**src/design/dopq_pkg.sv**
```systemverilog
// Shared definitions for the drop-oldest packet ring queue.
// Holds default sizes, item kind codes and the controller state type; no dependencies.
`default_nettype none

package dopq_pkg;

  localparam int DEF_QUEUE_SLOTS = 8;
  localparam int DEF_SLOT_BYTES  = 128;

  localparam logic KIND_PUSH = 1'b0;
  localparam logic KIND_POP  = 1'b1;

  typedef enum logic {
    ST_IDLE,
    ST_READ
  } state_t;

endpackage

`default_nettype wire

```
**src/design/dopq_ctrl.sv**
```systemverilog
// Queue controller: slot pointers, offsets, packet count, pop sequencer and result register.
// Uses dopq_pkg; drives the byte and length RAMs held in the top level.
`default_nettype none

module dopq_ctrl
  import dopq_pkg::*;
#(
  parameter int QUEUE_SLOTS = DEF_QUEUE_SLOTS,
  parameter int SLOT_BYTES  = DEF_SLOT_BYTES,
  localparam int SW = $clog2(QUEUE_SLOTS),
  localparam int CW = $clog2(QUEUE_SLOTS + 1),
  localparam int LW = $clog2(SLOT_BYTES + 1),
  localparam int OW = (SLOT_BYTES > 1) ? $clog2(SLOT_BYTES) : 1
) (
  input  wire logic               clk,
  input  wire logic               rst,
  input  wire logic               in_valid,
  output logic                    in_ready,
  input  wire logic               kind,
  input  wire logic [7:0]         data_byte,
  input  wire logic               end_of_packet,
  output logic                    out_valid,
  input  wire logic               out_ready,
  output logic      [7:0]         read_byte,
  output logic                    last_of_packet,
  output logic                    was_empty,
  output logic      [3:0]         packets_stored,
  output logic                    rd_en,
  output logic                    bw_en,
  output logic      [SW+OW-1:0]   bw_addr,
  output logic      [7:0]         bw_data,
  output logic      [SW+OW-1:0]   br_addr,
  input  wire logic [7:0]         br_data,
  output logic                    lw_en,
  output logic      [SW-1:0]      lw_addr,
  output logic      [LW-1:0]      lw_data,
  output logic      [SW-1:0]      lr_addr,
  input  wire logic [LW-1:0]      lr_data
);

  state_t state, state_next;

  logic [SW-1:0] head, head_next;
  logic [SW-1:0] tail, tail_next;
  logic [CW-1:0] count, count_next;
  logic [LW-1:0] write_offset, write_offset_next;
  logic [LW-1:0] read_offset, read_offset_next;

  logic          push_acc, pop_acc;
  logic          full_drop, wr_ok, empty, last;
  logic [LW-1:0] wo_inc;
  logic [CW+3:0] cnt_ext;

  function automatic logic [SW-1:0] next_slot(input logic [SW-1:0] s);
    return (s == SW'(QUEUE_SLOTS - 1)) ? '0 : s + SW'(1);
  endfunction

  // pushes are never held back by a waiting result; pops need the result slot
  assign in_ready = (state == ST_IDLE) && ((kind == KIND_PUSH) || !out_valid || out_ready);
  assign push_acc = in_valid && in_ready && (kind == KIND_PUSH);
  assign pop_acc  = in_valid && in_ready && (kind == KIND_POP);

  assign full_drop = (write_offset == '0) && (count == CW'(QUEUE_SLOTS));
  assign wr_ok     = write_offset < LW'(SLOT_BYTES);
  assign wo_inc    = write_offset + LW'(wr_ok);

  assign empty = (count == '0);
  assign last  = ({1'b0, read_offset} + (LW+1)'(1)) >= {1'b0, lr_data};

  assign bw_en   = push_acc && wr_ok;
  assign bw_addr = {tail, write_offset[OW-1:0]};
  assign bw_data = data_byte;
  assign lw_en   = push_acc && end_of_packet;
  assign lw_addr = tail;
  assign lw_data = wo_inc;
  assign rd_en   = pop_acc;
  assign br_addr = {head, read_offset[OW-1:0]};
  assign lr_addr = head;

  always_ff @(posedge clk) begin
    if (rst) begin
      state <= ST_IDLE;
    end else begin
      state <= state_next;
    end
  end

  always_comb begin
    state_next = state;
    case (state)
      ST_IDLE: begin
        if (pop_acc) state_next = ST_READ;
      end
      ST_READ: state_next = ST_IDLE;
      default: state_next = ST_IDLE;
    endcase
  end

  always_comb begin
    head_next         = head;
    tail_next         = tail;
    count_next        = count;
    write_offset_next = write_offset;
    read_offset_next  = read_offset;
    if (push_acc) begin
      // oldest packet goes before the new one's first byte lands
      if (full_drop) begin
        head_next        = next_slot(head);
        read_offset_next = '0;
      end
      write_offset_next = wo_inc;
      if (end_of_packet) begin
        tail_next         = next_slot(tail);
        write_offset_next = '0;
      end
      count_next = count - CW'(full_drop) + CW'(end_of_packet);
    end else if (state == ST_READ && !empty) begin
      if (last) begin
        head_next        = next_slot(head);
        count_next       = count - CW'(1);
        read_offset_next = '0;
      end else begin
        read_offset_next = read_offset + LW'(1);
      end
    end
  end

  always_ff @(posedge clk) begin
    if (rst) begin
      head         <= '0;
      tail         <= '0;
      count        <= '0;
      write_offset <= '0;
      read_offset  <= '0;
    end else begin
      head         <= head_next;
      tail         <= tail_next;
      count        <= count_next;
      write_offset <= write_offset_next;
      read_offset  <= read_offset_next;
    end
  end

  assign cnt_ext = {4'b0, count_next};

  always_ff @(posedge clk) begin
    if (rst) begin
      out_valid <= 1'b0;
    end else if (state == ST_READ) begin
      out_valid <= 1'b1;
    end else if (out_ready) begin
      out_valid <= 1'b0;
    end
  end

  always_ff @(posedge clk) begin
    if (state == ST_READ) begin
      read_byte      <= empty ? 8'd0 : br_data;
      last_of_packet <= !empty && last;
      was_empty      <= empty;
      packets_stored <= cnt_ext[3:0];
    end
  end

  a_count_bound: assert property (@(posedge clk) disable iff (rst)
    count <= CW'(QUEUE_SLOTS))
    else $error("packet count above slot count");

  a_empty_ptrs: assert property (@(posedge clk) disable iff (rst)
    (count == '0) |-> (head == tail))
    else $error("empty queue with head and tail apart");

  a_pop_two_cycles: assert property (@(posedge clk) disable iff (rst)
    pop_acc |=> (state == ST_READ) ##1 (state == ST_IDLE && out_valid))
    else $error("pop did not complete in two cycles");

  a_rd_offset: assert property (@(posedge clk) disable iff (rst)
    read_offset < LW'(SLOT_BYTES))
    else $error("read offset beyond slot");

  a_result_free: assert property (@(posedge clk) disable iff (rst)
    (state == ST_READ) |-> (!out_valid || out_ready))
    else $error("result overwrites a waiting beat");

endmodule

`default_nettype wire

```
**config.mk**
```make
export PLATFORM = sky130hd
export DESIGN_NAME = dopq_ctrl
export DESIGN_NICKNAME = d
export VERILOG_FILES = /design/src/design/dopq_pkg.sv /design/src/design/dopq_ctrl.sv
export SDC_FILE = /design/constraint.sdc
export NUM_CORES = 1
export LEC_CHECK = 0
export BUFFER_PORTS_ARGS = -buffer_cell sky130_fd_sc_hd__buf_2
export CORE_UTILIZATION = 25
export CTS_CLUSTER_SIZE = 12
export DETAILED_ROUTE_END_ITERATION = 16
export PLACE_DENSITY = 0.44
export SYNTH_ARGS = -nofsm -noshare
export SYNTH_HDL_FRONTEND = slang
export SYNTH_SLANG_ARGS = --single-unit
export TNS_END_PERCENT = 20
```
**constraint.sdc**
```tcl
create_clock -name clk -period 5.94 [get_ports clk]
set_input_delay 0.594 -clock clk [delete_from_list [all_inputs] [get_ports clk]]
set_output_delay 0.594 -clock clk [all_outputs]
set_load 0.02 [all_outputs]
```
### Word-level counts from Yosys, hierarchy flattened

Cells that the tools add are included.

| word-level totals | value |
|---|---|
| input port bits | 30 |
| bits in registers | 42 |
| output and inout port bits | 61 |

| operators by class | value |
|---|---|
| eq/ne operators | 4 |
| order comparisons | 2 |
| multiplexer cells | 18 |
| reductions and logical operators | 21 |
| bitwise logic cells | 2 |
| $add $sub $neg | 8 |

Operator list:

| operator | number |
|---|---|
| $mux 8 | 5 |
| $mux 3 | 6 |
| $mux 4 | 3 |
| $add 8x1->9 const B | 1 |
| $ge 9x8->1 | 1 |
| $logic_and 1x1->1 | 9 |
| $add 8x1->8 | 1 |
| $add 8x1->8 const B | 1 |
| $logic_not 8->1 | 1 |
| $lt 8x8->1 const B | 1 |
| $add 3x1->3 const B | 2 |
| $eq 3x3->1 const B | 2 |
| $reduce_bool 2->1 | 3 |
| $add 4x1->4 | 1 |
| $eq 4x4->1 const B | 1 |
| $logic_not 4->1 | 1 |
| $reduce_and 2->1 | 2 |
| $sub 4x1->4 | 1 |
| $sub 4x1->4 const B | 1 |
| $mux 1 | 3 |
| $reduce_and 3->1 | 1 |
| $logic_not 1->1 | 2 |
| $logic_or 1x1->1 | 2 |
| $ne 2x1->1 const B | 1 |
| other kinds (2) | 3 |

### Depth between registers and ports, before layout

Gate-level depths: netlist of run 1.

| depth | value |
|---|---|
| depth in word-level cells | 8 |
| mapped depth | 13 |
| gate-level depth less buffers | 13 |

### Least setup slack after synthesis of run 1

OpenSTA, ideal clock, no wires.

| timing path | value |
|---|---|
| path kind | register to register |
| from | register read_offset[2] |
| to | register count[2] |
| stages on the path, launching flop included | 11 |
| setup time | 100 ps |
| buffers on the path | 0 |
| period minus slack after synthesis | 2714 ps |
| data arrival time | 2615 ps |
| slack | 3226 ps |
| cells stage by stage | dfxtp_1 nand3_1 or2_2 nor2_1 xor2_1 ha_1 and3_1 o21ai_0 o21a_1 mux2_4 a2111oi_4 |

| between the ends | value |
|---|---|
| cells in the longest elaborated chain, start to end | 5 |

Ends and longest elaborated chain:

| what | RTL line | source |
|---|---|---|
| from (decl) | dopq_ctrl.sv:47 | `logic [LW-1:0] read_offset, read_offset_next;` |
| from (signal assigned) | dopq_ctrl.sv:140 | `read_offset <= read_offset_next;` |
| $add 8x1->9 | dopq_ctrl.sv:68 | `assign last = ({1'b0, read_offset} + (LW+1)'(1)) >= {1'b0, lr_data};` |
| $ge 9x8->1 | dopq_ctrl.sv:68 |  |
| $mux 4 | dopq_ctrl.sv:118 | `if (last) begin` |
| $mux 4 | dopq_ctrl.sv:117 | `end else if (state == ST_READ && !empty) begin` |
| $mux 4 | dopq_ctrl.sv:105 | `if (push_acc) begin` |
| to (signal assigned) | dopq_ctrl.sv:138 | `count <= count_next;` |
| to (decl) | dopq_ctrl.sv:45 | `logic [CW-1:0] count, count_next;` |

Every way passes these cells.
A chain may end at the register's enable or synchronous reset.

### Worst setup path after layout of run 1

| timing path | value |
|---|---|
| from | register read_offset[2] |
| to | register head[0] (netlist: lr_addr[0]) |

| between the ends | value |
|---|---|
| cells in the longest elaborated chain, start to end | 4 |

Ends and longest elaborated chain:

| what | RTL line | source |
|---|---|---|
| $add 8x1->9 | dopq_ctrl.sv:68 |  |
| $ge 9x8->1 | dopq_ctrl.sv:68 |  |
| $reduce_bool 2->1 (no line) | - |  |
| $reduce_and 3->1 (no line) | - |  |
| to (signal assigned) | dopq_ctrl.sv:136 | `head <= head_next;` |
| to (decl) | dopq_ctrl.sv:43 | `logic [SW-1:0] head, head_next;` |

Every way passes these cells.

==> metrics.yaml, run 1 <==
detailed_routing:
  wl_per_cell_um: 12.6
  via_per_inst: 4.41
  drt_iter0_markers: 75
  antenna_left: 0
  drc: 0
  drtPass1Iterations: 4
  drt-total-wl_um: 6030
  via_count: 2119
global_route:
  grt_pass1_vias: 1889
  grt_max_degree: 33
  grt_overflow_total: 0
  use_met1_pct: 13.7
  gr-usage-met2_pct: 17.5
  antenna_found_initial: 0
  use_met3_pct: 2.47
  grt_pass1_wl_um: 9580
  grt.busiest_layer: "met2"
  track_usage_pct: 10.6
sta:
  finalCritPeriodShare_pct: 53.7
  min_period_ps: 3190
  rsz0062_at_grt: "no"
  clock.fmax_ghz: 0.314
  hold_viol_final: 0
  tightest_slew_ps: 899
  fin_skew_ps: 8.85
  finalSetupTns_ps: 0
  finalSetupViolations: 0
  max-slew-margin-rel_pct: 40.0
  holdWs_ps: 489
  slew_viol_final: 0
  fin_ws_ps: 2750
floorplan:
  die_area_um2: 11700
  rows: 38
  die_x_um: 108
  die_h_um: 108
  start_util_pct: 25.8
  coreArea_um2: 10900
  io_pins: 91
run:
  drv_cap: 0
place:
  dp_hpwl_um: 4560
  dpl.cell_count: 472
  dpl_cell_area_um2: 3080
  preCtsSetupSlack_ps: 2760
  place_congestion: 0.765
  io_buffers: 74
power_and_ir_drop:
  pwr-share-seq_pct: 52.9
  p_clk_share_pct: 32.7
  switchingPower_uw: 156
  max-vdd-ir-drop_uv: 92.3
  p_leak_uw: 0.00142
  p_comb_share_pct: 14.4
  pwr_density_cell_nw_per_um2: 185
  swShare_pct: 26.6
  p_int_uw: 432
synth:
  yosys_warnings: 0
  ys.flop_type: "dfxtp_1"
  ys_async_sr_fraction_pct: 0
  synth_edf_count: 14
  post_synth_inst_count: 296
  yosysTopAreaCellShare_pct: 20.0
  synth.area.top_cells: "dfxtp_1 20%, edfxtp_1 15%, ha_1 11%"
  syn_nets: 351
  avgSynthCellArea_um2: 9.49
  synth_seq_cells: 42
  ys_seq_area_share_pct: 34.9
  synth_most_common_cell: "buf_4"
  synth_top_cell_by_area: "dfxtp_1"
  synth_cell_types: 54
  synth_commonest_cells: "29 x buf_4, 28 x dfxtp_1, 24 x ha_1"
  syn-cell-area_um2: 2810
clock_tree:
  postCtsSetupBuffers: 0
  numCtsBuffers: 5
  clk_pin_slew_ps: 80
  cts.sinks: 42
  hold_buffers: 0
  worstSkewPairLatency_ps: 290
  htree_levels: 2
  cts_max_path_buffers: 2
  cts_resized: 0
  cts_tree: "built"
  ctsRootBufferMaster: "clkbuf_8"
finish:
  finalNetCount: 394
  layout-drive-gt1-share_pct: 28.2
  design_area_um2: 3170
  final-instance-count-excl-fill: 480
  area.growth.synth_to_final_pct: 13.1
  num_antenna_cells: 0
worst_setup_path:
  required_ps: 6120
  cp-start-kind: "flip-flop"
  crit_arrival_ps: 3370
  critPathMaxFanout: 11
  crit_type: "reg -> reg"
  worstSetupEndpointType: "flip-flop"
status:
  status: "completed"
worst_hold_path:
  hold_path_class: "reg -> reg"
layout make-up:
cell class                      instances  area (um2)
Tap cell                              140         175
Sequential cell                        42         981
Timing Repair Buffer                   74         370
Multi-Input combinational cell        199        1490
Fill cell                            1186        7710
Clock buffer                            7        86.3
Clock inverter                          1        5.00
Inverter                               17        63.8
state kept, by name, indices dropped and copies added, names as in the netlist:
signal          flops
lw_addr             3
state               1
packets_stored      4
lr_addr             3
was_empty           1
write_offset        8
read_byte           8
last_of_packet      1
count               4
read_offset         8
out_valid           1
power by group through the flow:
stage	clock network, uW	registers, uW	logic (uW)
2_1_floorplan	0	321	63.1
3_3_place_gp	0	317	86.0
3_5_place_dp	0	318	86.2
4_1_cts	202	311	86.8
5_1_grt	212	312	95.8
6_report	192	311	84.9
routing by layer:
| metal | part of all wire, % | wire length (um) |
|---|---|---|
| met5 | 0 | 0 |
| met3 | 4.4 | 268 |
| met1 | 47 | 2860 |
| met4 | 0.98 | 59 |
| met2 | 47 | 2850 |
logic make-up (layout without fill, tap and decap cells):
family                     after synthesis  after routing  synth area share, %
AOI/OAI and AO/OA                       39             39                 10.3
DFF                                     42             42                 34.9
muxes                                    8              8                 3.12
adders and majority gates               25             25                 11.4
buffers and inverters                   55             99                 11.9
and+or+nand+nor                        106            106                 21.8
xor gates and xnor gates                21             21                 6.55
placed cells by master, fill, tap and decap left out, drive strengths merged, types with 6 or more instances in the layout:
cell type and instances:
buf 74, dfxtp 28, ha 24, nor2 23, nand2 17, inv 17
xnor2 16, a21oi 16, nor3 16, edfxtp 14, and2 10, nand3 9
clkbuf 7, nor4 7, and3 6, o21ai 6
through the flow:
stage / util (%) / power, uW
6_report: 29.2 / 588
5_1_grt: 29.2 / 620
4_1_cts: 29.2 / 600
3_5_place_dp: 28.3 / 404
3_3_place_gp: 28.3 / 404
2_1_floorplan: - / 385
path summary, 6_finish.rpt:
check	from	to	slack, ps	cells past startpoint
worst max-delay path	read_offset[2]$_SDFFE_PP0P_	lr_addr[0]$_SDFFE_PP0P_	2750	10
worst min-delay path	lw_addr[2]$_SDFFE_PP0P_	lw_addr[2]$_SDFFE_PP0P_	490	2
worst min register to register	lw_addr[2]$_SDFFE_PP0P_	lw_addr[2]$_SDFFE_PP0P_	490	2
worst max register to register	read_offset[2]$_SDFFE_PP0P_	lr_addr[0]$_SDFFE_PP0P_	2750	10
critical path, stage by stage, from the launching register on:
cell     delay, ps
dfxtp_1        470
nand3_1        170
or2_2          370
nor2_1         150
xor2_1          80
ha_1           310
and3_1         170
nand3_1         80
o21a_1         280
a31oi_2        610
mux2_1         370
(Power assumes the default switching activity.)
==> inputs of run 2 (changes only) <==
- clock period: 5.94 -> 3 ns (I/O delays scaled with it)
==> run 2 against run 1 <==
Critical path depth rose by 3. Clock-buffer cell count fell by 1. Worst hold slack got worse by 220 ps. Fmax rose by 14%. First-iteration DRC count rose by 2.7%. Combinational power rose by 110%. Register-to-register slack got worse by 2600 ps. Die area did not move. Non-clock buffer count rose by 7. Setup slack got worse by 2600 ps. Clock power rose by 89%. Critical path type unchanged. Largest cell class unchanged. Highest routed layer unchanged.
==> metrics.yaml, run 2 (synthesized netlist as in run 1, its figures left out) <==
place:
  dp_hpwl_um: 4830  # +5.9%
  place_congestion: 0.757  # -1.1%
  io_buffers: 74  # unchanged
  preCtsSetupSlack_ps: 90.7  # -2670 ps
finish:
  seq_area_um2: 985  # +0.38%
  multi_input_area_um2: 1490  # about the same
  num_antenna_cells: 0  # unchanged
  fin_util_pct: 29.6  # +0.44 points
  final_cell_mix: "74 x buf_2, 25 x dfxtp_1, 24 x ha_1"
  finalNetCount: 401  # +1.8%
  nFillCells: 1177  # -0.76%
  layout-drive-gt1-share_pct: 30.5  # +2.3 points
  area.growth.synth_to_final_pct: 14.8
  reg_top3: "read_byte (8), read_offset (8), write_offset (8)"
  layout_commonest_cell: "buf_2"
detailed_routing:
  drt-total-wl_um: 6380  # +5.8%
  via_count: 2163  # +2.1%
  drt_iter0_markers: 77  # +2.7%
  wl_per_cell_um: 13.1  # +4.3%
  via_per_inst: 4.44  # +0.61%
  antenna_left: 0  # unchanged
  drtPass1Iterations: 4  # unchanged
  drc: 0  # unchanged
worst_setup_path:
  r2r_cells: 13  # +3
  crit_path_cell_trace: "inv_1 > ha_1 > and2_1 > and3_1 > ha_1 > inv_1 > ha_1 > inv_1 > fa_1 > nor2_1 > a21oi_1 > nor2_1 > mux2_2"
  worstSetupEndpointType: "flip-flop"
  slowest_stage: "fa_1"
  critPathMaxFanout: 5  # -6
  critPathLaunch: "count[1]$_SDFF_PP0_"
  regToRegStartpoint: "count[1]$_SDFF_PP0_"
  required_ps: 3190  # -2930 ps
  slowest_delay_ps: 490  # -120 ps
  crit_arrival_ps: 3000  # -370 ps
  crit_type: "reg -> reg"
  r2r-end: "count[1]$_SDFF_PP0_"
  rrSetupSlack_ps: 200  # -2560 ps
  cp-start-kind: "flip-flop"
clock_tree:
  cts.sinks: 42  # unchanged
  htree_levels: 2  # unchanged
  worstSkewPairLatency_ps: 300  # about the same
  hold_buffers: 0  # unchanged
  numCtsBuffers: 5  # unchanged
  cts_resized: 0  # unchanged
  postCtsSetupBuffers: 0  # unchanged
  ctsRootBufferMaster: "clkbuf_8"
  cts_max_path_buffers: 2  # unchanged
  clk_pin_slew_ps: 80  # about the same
  cts_tree: "built"
sta:
  tightest_slew_ps: 687  # -212 ps
  fin_skew_ps: 7.71  # -1.15 ps
  finalSetupTns_ps: 0  # unchanged
  hold_viol_final: 0  # unchanged
  finalSetupViolations: 0  # unchanged
  fin_ws_ps: 197  # -2560 ps
  clock.fmax_ghz: 0.357  # +14%
  max-slew-margin-rel_pct: 54.2  # +14 points
  min_period_ps: 2800  # -385 ps
  slew_viol_final: 0  # unchanged
  rsz0062_at_grt: "no"
  finalCritPeriodShare_pct: 93.4  # +40 points
worst_hold_path:
  hold_path_class: "in -> reg"
  min_to: "read_byte[3]$_SDFFCE_PP0P_"
  hold_path_depth: 2  # unchanged
  min-delay-start: "br_data[3]"
global_route:
  grt_pass1_wl_um: 10500  # +9.3%
  grt_max_degree: 33  # unchanged
  track_usage_pct: 11.5  # +0.94 points
  antenna_found_initial: 0  # unchanged
  grt_pass1_vias: 2142  # +13%
  grt_overflow_total: 0  # unchanged
power_and_ir_drop:
  pwr-share-seq_pct: 53.3  # +0.4 points
  p_comb_share_pct: 15.3  # +0.9 points
  swShare_pct: 27.8  # +1.2 points
  p_leak_uw: 0.00146  # +2.4%
  switchingPower_uw: 320  # +110%
  max-vdd-ir-drop_uv: 147  # +60%
  p_clk_share_pct: 31.4  # -1.3 points
  p_int_uw: 832  # +93%
  pwr_density_cell_nw_per_um2: 357  # +93%
floorplan:
  die_h_um: 108  # unchanged
  coreArea_um2: 10900  # unchanged
  rows: 38  # unchanged
  die_x_um: 108  # unchanged
  start_util_pct: 25.8  # unchanged
  io_pins: 91  # unchanged
  die_area_um2: 11700  # unchanged
run:
  drv_cap: 0  # unchanged
status:
  status: "completed"
## run 2: cell count changes in the layout (fill, tap and decap cells not counted), sizes merged
cell | before | now
clkinv | 1 | 2
buf | 74 | 81
clkbuf | 7 | 6
## run 2: stage by stage
| stage | instances | cell area, um2 | total power (uW) | hold slack [ps] |
|---|---|---|---|---|
| 6_report | 487 | 3220 | 1150 | 271 |
| 5_1_grt | 487 | 3220 | 1230 | 256 |
| 4_1_cts | 487 | 3220 | 1180 | 263 |
| 3_5_place_dp | 479 | 3140 | 804 | 483 |
| 3_3_place_gp | 479 | 3140 | 804 | 476 |
| 2_1_floorplan | 296 | 2810 | 761 | 473 |
## run 2: power by group through the flow
| stage | combinational, uW | sequential, uW | clock [uW] |
|---|---|---|---|
| floorplan | 125 | 636 | 0 |
| global placement | 178 | 626 | 0 |
| detailed placement | 178 | 626 | 0 |
| CTS | 179 | 613 | 383 |
| global route | 199 | 616 | 415 |
| finish | 177 | 613 | 362 |
## run 2: worst max path at each step
stage | slack (ps) | endpoint | cells past startpoint
after global routing | 0.9 | count[1]$_SDFF_PP0_ | 13
after CTS | 90 | count[1]$_SDFF_PP0_ | 13
final | 200 | count[1]$_SDFF_PP0_ | 13
after floorplan | 290 | count[2]$_SDFF_PP0_ | 10
after global placement | 150 | count[1]$_SDFF_PP0_ | 13
after detailed placement | 90 | count[1]$_SDFF_PP0_ | 13
## run 2: worst max-delay path: cells and delay by family, from the launching register on
family	cells	cell delay [ps]
simple gates	4	490
flops	1	350
buf+inv	3	250
compound gates	1	190
mux	1	280
fa+ha+maj	4	1140
## run 2: area by class of cell
type / instances / share of cell area (%)
multi-input cells: 199 / 46.4
flip-flops and latches: 42 / 30.6
repair buffers: 81 / 13.1
well taps: 140 / 5.44
clock buffers: 6 / 2.25
inverters: 17 / 1.98
clock inverters: 2 / 0.272
## run 2: layer usage
metal	track usage [%]	vias to the layer above	wire length [um]
li1	-	1094	-
met1	14.8	1007	3020
met2	18.7	53	2980
met3	3.25	9	283
met4	3.52	0	104
met5	0	-	0
